<file path="src/sv/sfla_pkg.sv">
package sfla_pkg;

   localparam int ADDR_BITS_DEFAULT         = 26;
   localparam int SMALL_BLOCK_BYTES_DEFAULT = 16384;

   localparam int UNIT_SHIFT       = 6;
   localparam int NUM_CLASSES      = 5;
   localparam int TOP_CHUNK_BYTES  = 4 * 4096;
   localparam int TOP_CHUNK_SHIFT  = 14;
   localparam int REG_WIDTH        = 27;
   localparam int SIZE_WIDTH       = 32;
   localparam int ADDR_FIELD_WIDTH = 26;
   localparam int COUNT_WIDTH      = 32;
   localparam int CLASS_WIDTH      = 3;
   localparam int UNITS_WIDTH      = 9;

   localparam logic [CLASS_WIDTH-1:0] LARGE_CLASS = CLASS_WIDTH'(NUM_CLASSES - 1);

   typedef enum logic [1:0] {
      ST_OK        = 2'd0,
      ST_TOO_LARGE = 2'd1,
      ST_NO_MEMORY = 2'd2,
      ST_NOT_INIT  = 2'd3
   } status_type;

   typedef enum logic {
      REQ_ALLOC = 1'b0,
      REQ_FREE  = 1'b1
   } req_kind_type;

   typedef enum logic {
      CSR_REGION_SIZE  = 1'b0,
      CSR_LARGE_EXPAND = 1'b1
   } csr_index_type;

   typedef enum logic [3:0] {
      CS_IDLE,
      CS_CLASSIFY,
      CS_TGT_POP,
      CS_LRG_CHECK,
      CS_LRG_POP,
      CS_LRG_EXP,
      CS_LRG_CARVE,
      CS_SML_EXP,
      CS_TGT_CARVE,
      CS_RESPOND
   } ctl_state_type;

   typedef struct packed {
      logic       load;
      logic       set_init;
      logic       sel_large;
      logic       mem_rd;
      logic       pop;
      logic       carve;
      logic       grow_large;
      logic       grow_small;
      logic       push;
      logic       set_status;
      status_type status;
      logic       respond;
   } dp_cmd_type;

   typedef struct packed {
      logic is_free;
      logic init;
      logic ptr_valid;
      logic class_ok;
      logic tgt_large;
      logic top_valid;
      logic carve_ok;
      logic lrg_top_valid;
      logic lrg_carve_ok;
      logic large_fits;
      logic rsp_free;
   } dp_stat_type;

   // Smallest class whose block size holds the request; ok is clear when none does.
   function automatic logic [CLASS_WIDTH:0] class_of(input logic [SIZE_WIDTH-1:0] size);
      logic [CLASS_WIDTH:0] res;
      begin
         if (size <= SIZE_WIDTH'(64)) begin
            res = {1'b1, CLASS_WIDTH'(0)};
         end else if (size <= SIZE_WIDTH'(256)) begin
            res = {1'b1, CLASS_WIDTH'(1)};
         end else if (size <= SIZE_WIDTH'(1024)) begin
            res = {1'b1, CLASS_WIDTH'(2)};
         end else if (size <= SIZE_WIDTH'(4096)) begin
            res = {1'b1, CLASS_WIDTH'(3)};
         end else if (size <= SIZE_WIDTH'(TOP_CHUNK_BYTES)) begin
            res = {1'b1, LARGE_CLASS};
         end else begin
            res = {1'b0, LARGE_CLASS};
         end
         return res;
      end
   endfunction

   // Block size of a class in 64-byte units.
   function automatic logic [UNITS_WIDTH-1:0] class_units(input logic [CLASS_WIDTH-1:0] c);
      logic [UNITS_WIDTH-1:0] res;
      begin
         unique case (c)
            3'd0:    res = UNITS_WIDTH'(1);
            3'd1:    res = UNITS_WIDTH'(4);
            3'd2:    res = UNITS_WIDTH'(16);
            3'd3:    res = UNITS_WIDTH'(64);
            default: res = UNITS_WIDTH'(256);
         endcase
         return res;
      end
   endfunction

endpackage

</file>
<file path="src/sv/sfla_ctrl.sv">
module sfla_ctrl (
   input  logic                  clock,
   input  logic                  reset,
   input  logic                  req_tvalid,
   output logic                  req_tready,
   input  sfla_pkg::dp_stat_type stat,
   output sfla_pkg::dp_cmd_type  cmd
);

   import sfla_pkg::*;

   ctl_state_type state_ff;
   ctl_state_type state_in;

   always_ff @(posedge clock) begin
      if (reset) begin
         state_ff <= CS_IDLE;
      end else begin
         state_ff <= state_in;
      end
   end

   always_comb begin
      state_in = state_ff;
      unique case (state_ff)
         CS_IDLE: begin
            if (req_tvalid) begin
               state_in = CS_CLASSIFY;
            end
         end
         CS_CLASSIFY: begin
            priority if (stat.is_free || !stat.class_ok) begin
               state_in = CS_RESPOND;
            end else if (stat.top_valid) begin
               state_in = CS_TGT_POP;
            end else if (stat.carve_ok) begin
               state_in = CS_RESPOND;
            end else if (stat.tgt_large) begin
               state_in = CS_LRG_EXP;
            end else begin
               state_in = CS_LRG_CHECK;
            end
         end
         CS_TGT_POP: state_in = CS_RESPOND;
         CS_LRG_CHECK: begin
            priority if (stat.lrg_top_valid) begin
               state_in = CS_LRG_POP;
            end else if (stat.lrg_carve_ok) begin
               state_in = CS_SML_EXP;
            end else begin
               state_in = CS_LRG_EXP;
            end
         end
         CS_LRG_POP: state_in = CS_SML_EXP;
         CS_LRG_EXP: begin
            priority if (!stat.large_fits) begin
               state_in = CS_RESPOND;
            end else if (stat.tgt_large) begin
               state_in = CS_TGT_CARVE;
            end else begin
               state_in = CS_LRG_CARVE;
            end
         end
         CS_LRG_CARVE: state_in = CS_SML_EXP;
         CS_SML_EXP:   state_in = CS_TGT_CARVE;
         CS_TGT_CARVE: state_in = CS_RESPOND;
         CS_RESPOND: begin
            if (stat.rsp_free) begin
               state_in = CS_IDLE;
            end
         end
         default: state_in = CS_IDLE;
      endcase
   end

   always_comb begin
      cmd        = '0;
      cmd.status = ST_OK;
      req_tready = 1'b0;
      unique case (state_ff)
         CS_IDLE: begin
            req_tready = 1'b1;
            cmd.load   = req_tvalid;
         end
         CS_CLASSIFY: begin
            cmd.set_status = 1'b1;
            if (stat.is_free) begin
               priority if (!stat.init) begin
                  cmd.status = ST_NOT_INIT;
               end else if (!stat.ptr_valid) begin
                  cmd.status = ST_OK;
               end else if (!stat.class_ok) begin
                  cmd.status = ST_TOO_LARGE;
               end else begin
                  cmd.status = ST_OK;
                  cmd.push   = 1'b1;
               end
            end else begin
               cmd.set_init = 1'b1;
               priority if (!stat.class_ok) begin
                  cmd.status = ST_TOO_LARGE;
               end else if (stat.top_valid) begin
                  cmd.mem_rd = 1'b1;
               end else if (stat.carve_ok) begin
                  cmd.carve = 1'b1;
               end else begin
                  cmd.status = ST_OK;
               end
            end
         end
         CS_TGT_POP: cmd.pop = 1'b1;
         CS_LRG_CHECK: begin
            cmd.sel_large = 1'b1;
            priority if (stat.lrg_top_valid) begin
               cmd.mem_rd = 1'b1;
            end else if (stat.lrg_carve_ok) begin
               cmd.carve = 1'b1;
            end else begin
               cmd.carve = 1'b0;
            end
         end
         CS_LRG_POP: begin
            cmd.sel_large = 1'b1;
            cmd.pop       = 1'b1;
         end
         CS_LRG_EXP: begin
            if (stat.large_fits) begin
               cmd.grow_large = 1'b1;
            end else begin
               cmd.set_status = 1'b1;
               cmd.status     = ST_NO_MEMORY;
            end
         end
         CS_LRG_CARVE: begin
            cmd.sel_large = 1'b1;
            cmd.carve     = 1'b1;
         end
         CS_SML_EXP:   cmd.grow_small = 1'b1;
         CS_TGT_CARVE: cmd.carve      = 1'b1;
         CS_RESPOND:   cmd.respond    = stat.rsp_free;
         default:      cmd.load       = 1'b0;
      endcase
   end

endmodule

</file>
<file path="config.mk">
export PLATFORM = sky130hd
export DESIGN_NAME = sfla_ctrl
export DESIGN_NICKNAME = d
export VERILOG_FILES = /design/src/sv/sfla_pkg.sv /design/src/sv/sfla_ctrl.sv
export SDC_FILE = /design/constraint.sdc
export NUM_CORES = 1
export LEC_CHECK = 0
export BUFFER_PORTS_ARGS = -buffer_cell sky130_fd_sc_hd__buf_2
export CORE_UTILIZATION = 35
export DETAILED_ROUTE_END_ITERATION = 6
export PLACE_DENSITY = 0.69
export SETUP_SLACK_MARGIN = 0.1
export SYNTH_ARGS = -nofsm -noshare
export SYNTH_HDL_FRONTEND = slang
export SYNTH_SLANG_ARGS = --single-unit
</file>
<file path="constraint.sdc">
create_clock -name clock -period 3 [get_ports clock]
set_input_delay 0.45 -clock clock [delete_from_list [all_inputs] [get_ports clock]]
set_output_delay 0.45 -clock clock [all_outputs]
set_load 0.05 [all_outputs]
</file>
; Yosys cells after proc, flatten, opt, wreduce, memory -nomap -nowiden
; Index checks and enable logic that the tools add are counted.
[op_classes]
eq_ne = 11
reduce_logical = 9
muxes = 44
[ops]
columns = cell, n
row1 = one-hot mux 4 bit (8 select lines), 1
row2 = 2-to-1 mux 4 bit, 7
row3 = 2-to-1 mux 1 bit, 27
row4 = equality test 4 x 3 -> 1 bit (second input constant), 4
row5 = equality test 4 x 2 -> 1 bit (second input constant), 2
row6 = equality test 4 bit (second input constant), 2
row7 = 2-to-1 mux 2 bit, 4
row8 = OR reduction 2 bit, 4
row9 = 2-to-1 mux 3 bit, 2
row10 = one-hot mux 3 bit (2 select lines), 1
row11 = equality test 4 x 1 -> 1 bit (second input constant), 1
row12 = zero test 4 bit, 1
row13 = inequality test 2 bit (second input constant), 2
row14 = one-hot mux 1 bit (3 select lines), 1
row15 = OR reduction 3 bit, 1
row16 = one-hot mux 1 bit (2 select lines), 1
row17 = AND reduction 2 bit, 1
row18 = zero test 1 bit, 1
row19 = logical OR 1 bit, 1
[word_totals]
reg_bits = 4
wordCells = 65
inputBits = 14
output_inout_bits = 14

; Longest topological paths before layout
[depth]
ltp_word = 5
depth_mapped = 6
depth_no_buf = 4

; Least setup slack after synthesis
; OpenSTA, ideal clock, no wires.
[synth_timing]
kind = register to output
startpoint = register state_ff[3]
endpoint = output port cmd[12] in the netlist's numbering
setup_slack_ns = -0.086
path_stages_with_launch = 4
path_buffers = 1
arrival_time_ns = 2.636
required_time_ns = 2.550
cell_sequence = dfxtp_1 -> buf_2 -> nor4_1 -> and2_1
[synth_lines]
columns = element, line
row1 = from (decl), sfla_ctrl.sv:12  ; ctl_state_type state_ff;
row2 = from (signal assigned), sfla_ctrl.sv:19  ; state_ff <= state_in;
row3 = to (decl), sfla_ctrl.sv:7  ; output sfla_pkg::dp_cmd_type cmd

==> impl_metrics.yaml <==
synthesis:
  syn_area_per_cell_um2: 6.62
  ys_types: 35
  seq_area_frac_synth_pct: 15.3
  synth_top_area_share_pct: 15.3
  synth_edf_count: 0
  synth_area_leaders: "dfxtp_1 15%, nor2_1 10%, a21oi_1 5.7%"
  syn-num-nets: 93
  synth-main-ff-cell: "dfxtp_1"
  netlist_instances: 79
  yosysTopAreaCell: "dfxtp_1"
  synth_seq_cells: 4
  synth.cell_area_um2: 523
  async_flop_share_pct: 0
  yosys_warnings: 0
power_and_ir_drop:
  leakage_nw: 0.333
  powerDensity_nw_per_um2: 594
  total_power_uw: 401
  power_switching_uw: 219
  power_frac_comb_pct: 58.6
  p_int_uw: 181
  clock_power_share_pct: 16.2
  seqPwrFrac_pct: 25.2
  max-vdd-ir-drop_uv: 240
  swShare_pct: 54.7
worst_hold_path:
  holdPathEnd: "state_ff[3]$_SDFFE_PP0P_"
  hold_depth: 2
  min_path_type: "in2reg"
  hp-start: "reset"
clock_network:
  clk_pin_slew_ns: 0.04
  cts_tree: "built"
  cts-resized-gates: 0
  clock_sinks: 4
  ctsLongestPathBuffers: 2
  post-cts-setup-buffers: 0
  cts_inserted_buffers: 3
  clock_latency_ns: 0.23
  ctsHoldBuffers: 0
  cts_htree_levels: 1
  cts_root_buf: "clkbuf_4"
timing:
  worst_pin_slew_ns: 0.610
  rsz0062_at_grt: "no"
  setup_ws_ns: 0.719
  maxSlewViolCount: 0
  fmax_ghz: 0.438
  setup_violations: 0
  relSlewSlack_pct: 59.3
  hold_viol_final: 0
  fin_skew_ns: 0.00359
  finalCriticalPeriod_ns: 2.28
  fin_tns_setup_ns: 0
  timing.final.crit_share_pct: 76.0
final_layout:
  instances_no_fill: 118
  drive_above_1_share_pct: 33.0
  regMostFlops: "state_ff"
  nFillCells: 143
  largest_reg_flops: 4
  syn2layout_area_growth_pct: 28.9
  stdcell_area_um2: 674
  top_regs: "state_ff x4"
  nNetsFinal: 119
  diodes: 0
global_routing:
  grt_remaining_overflow: 0
  grt_pass1_wl_um: 2160
  grt.total_usage_pct: 19.2
  grt_pass1_vias: 510
  antenna_found_initial: 0
  grt_max_degree: 20
placement:
  port_buffers: 27
  dp.cells: 115
  post_dp_cell_area_um2: 652
  place_hpwl_um: 1040
  gp_congestion: 0.891
  pre_cts_slack_ns: 0.980
critical_path:
  r2r_slack_ns: 1.44
  start_kind: "flip-flop"
  r2r_end: "state_ff[1]$_SDFFE_PP0P_"
  r2r-start: "state_ff[2]$_SDFFE_PP0P_"
  worstPathMaxFanout: 16
  cp_data_required_time_ns: 2.55
  endpoint_kind: "primary output"
  worstRegToRegCells: 4
  crit_arrival_ns: 1.83
  crit_type: "reg2out"
routing:
  ant_nets: 0
  finalWirelength_um: 1380
  vias: 657
  drt_iter0_markers: 21
  first_pass_iters: 4
  vias_per_cell: 5.57
  route.detailed.drc: 0
  routedWlPerCell_um: 11.7
die:
  core-area_um2: 1350
  dieArea_um2: 1650
  die_h_um: 40.7
  start_util_pct: 38.7
  die_w_um: 40.7
  row_count: 13
  io_pins: 28
flow_run:
  drv_cap: 0
run_status:
  status: "finished clean"
## synth_stat cells, types with 2 or more instances
library cell / count
nor2_1: 14
a21oi_1: 6
nand2_1: 5
buf_2: 4
dfxtp_1: 4
inv_1: 4
nor2b_1: 4
nor3_1: 4
a31oi_1: 3
nand2b_1: 3
a211o_1: 2
and2_1: 2
nand3_1: 2
## cell usage in the layout, fill, tap and decap left out, types with 2 or more instances in the layout
cell | Yosys | layout
buf_2 | 4 | 27
nor3_1 | 4 | 4
a21oi_1 | 6 | 6
nand2_1 | 5 | 5
a31oi_1 | 3 | 3
nor2b_1 | 4 | 4
and2_1 | 2 | 2
clkbuf_4 | 0 | 3
inv_1 | 4 | 4
nand3_1 | 2 | 2
dfxtp_1 | 4 | 4
nand2b_1 | 3 | 3
a211o_1 | 2 | 2
nor2_1 | 14 | 14
## metrics by stage
| step | utilization [%] | hold WS [ns] |
|---|---|---|
| finish | 50.0 | 0.427 |
| global route | 50.0 | 0.439 |
| CTS | 50.0 | 0.420 |
| detailed placement | 48.3 | 0.665 |
| global placement | 48.3 | 0.662 |
| floorplan | - | 0.519 |
## logic make-up after synthesis
kind of cell,count (synthesis),share of synthesized area [%]
compound gates,20,27.3
flops,4,15.3
mux,1,2.15
xor+xnor,2,3.35
buf+inv,10,8.85
simple gates,42,43.1
## final cells by class
cell class / instances / area, µm² / share of cell area [%]
clock buffers: 3 / 22.5 / 3.34
inverters: 4 / 15.0 / 2.23
multi-input cells: 65 / 403 / 59.7
flip-flops and latches: 4 / 80.1 / 11.9
well taps: 15 / 18.8 / 2.78
repair buffers: 27 / 135 / 20.0
## metal layers
| metal | vias up | track usage, % | wire length, µm |
|---|---|---|---|
| li1 | 339 | - | - |
| met1 | 284 | 25.2 | 620 |
| met2 | 30 | 31.3 | 636 |
| met3 | 4 | 2.72 | 100 |
| met4 | 0 | 7.50 | 19 |
| met5 | - | 0 | 0 |
## how the worst max path moves through the flow
stage,cells past startpoint,startpoint,endpoint
6_report,4,state_ff[1]$_SDFFE_PP0P_,cmd[7]
5_1_grt,5,state_ff[2]$_SDFFE_PP0P_,cmd[7]
4_1_cts,4,state_ff[1]$_SDFFE_PP0P_,cmd[7]
3_5_place_dp,4,state_ff[1]$_SDFFE_PP0P_,cmd[7]
3_3_place_gp,4,state_ff[1]$_SDFFE_PP0P_,cmd[7]
2_1_floorplan,3,state_ff[3]$_SDFFE_PP0P_,cmd[12]
## critical path, cell delays in order (launching register included)
cell and delay (ns):
dfxtp_1 0.66, and4bb_2 0.30, and2_1 0.18, a211o_1 0.25, buf_2 0.21
## power by group through the flow
stage | Clock, mW | Sequential [mW] | Combinational, mW
floorplan | 0 | 0.0690 | 0.218
global placement | 0 | 0.100 | 0.234
detailed placement | 0 | 0.101 | 0.235
CTS | 0.0671 | 0.0999 | 0.235
global route | 0.0701 | 0.104 | 0.254
finish | 0.0649 | 0.101 | 0.235
Note: power is estimated with default switching activity, not from simulation.
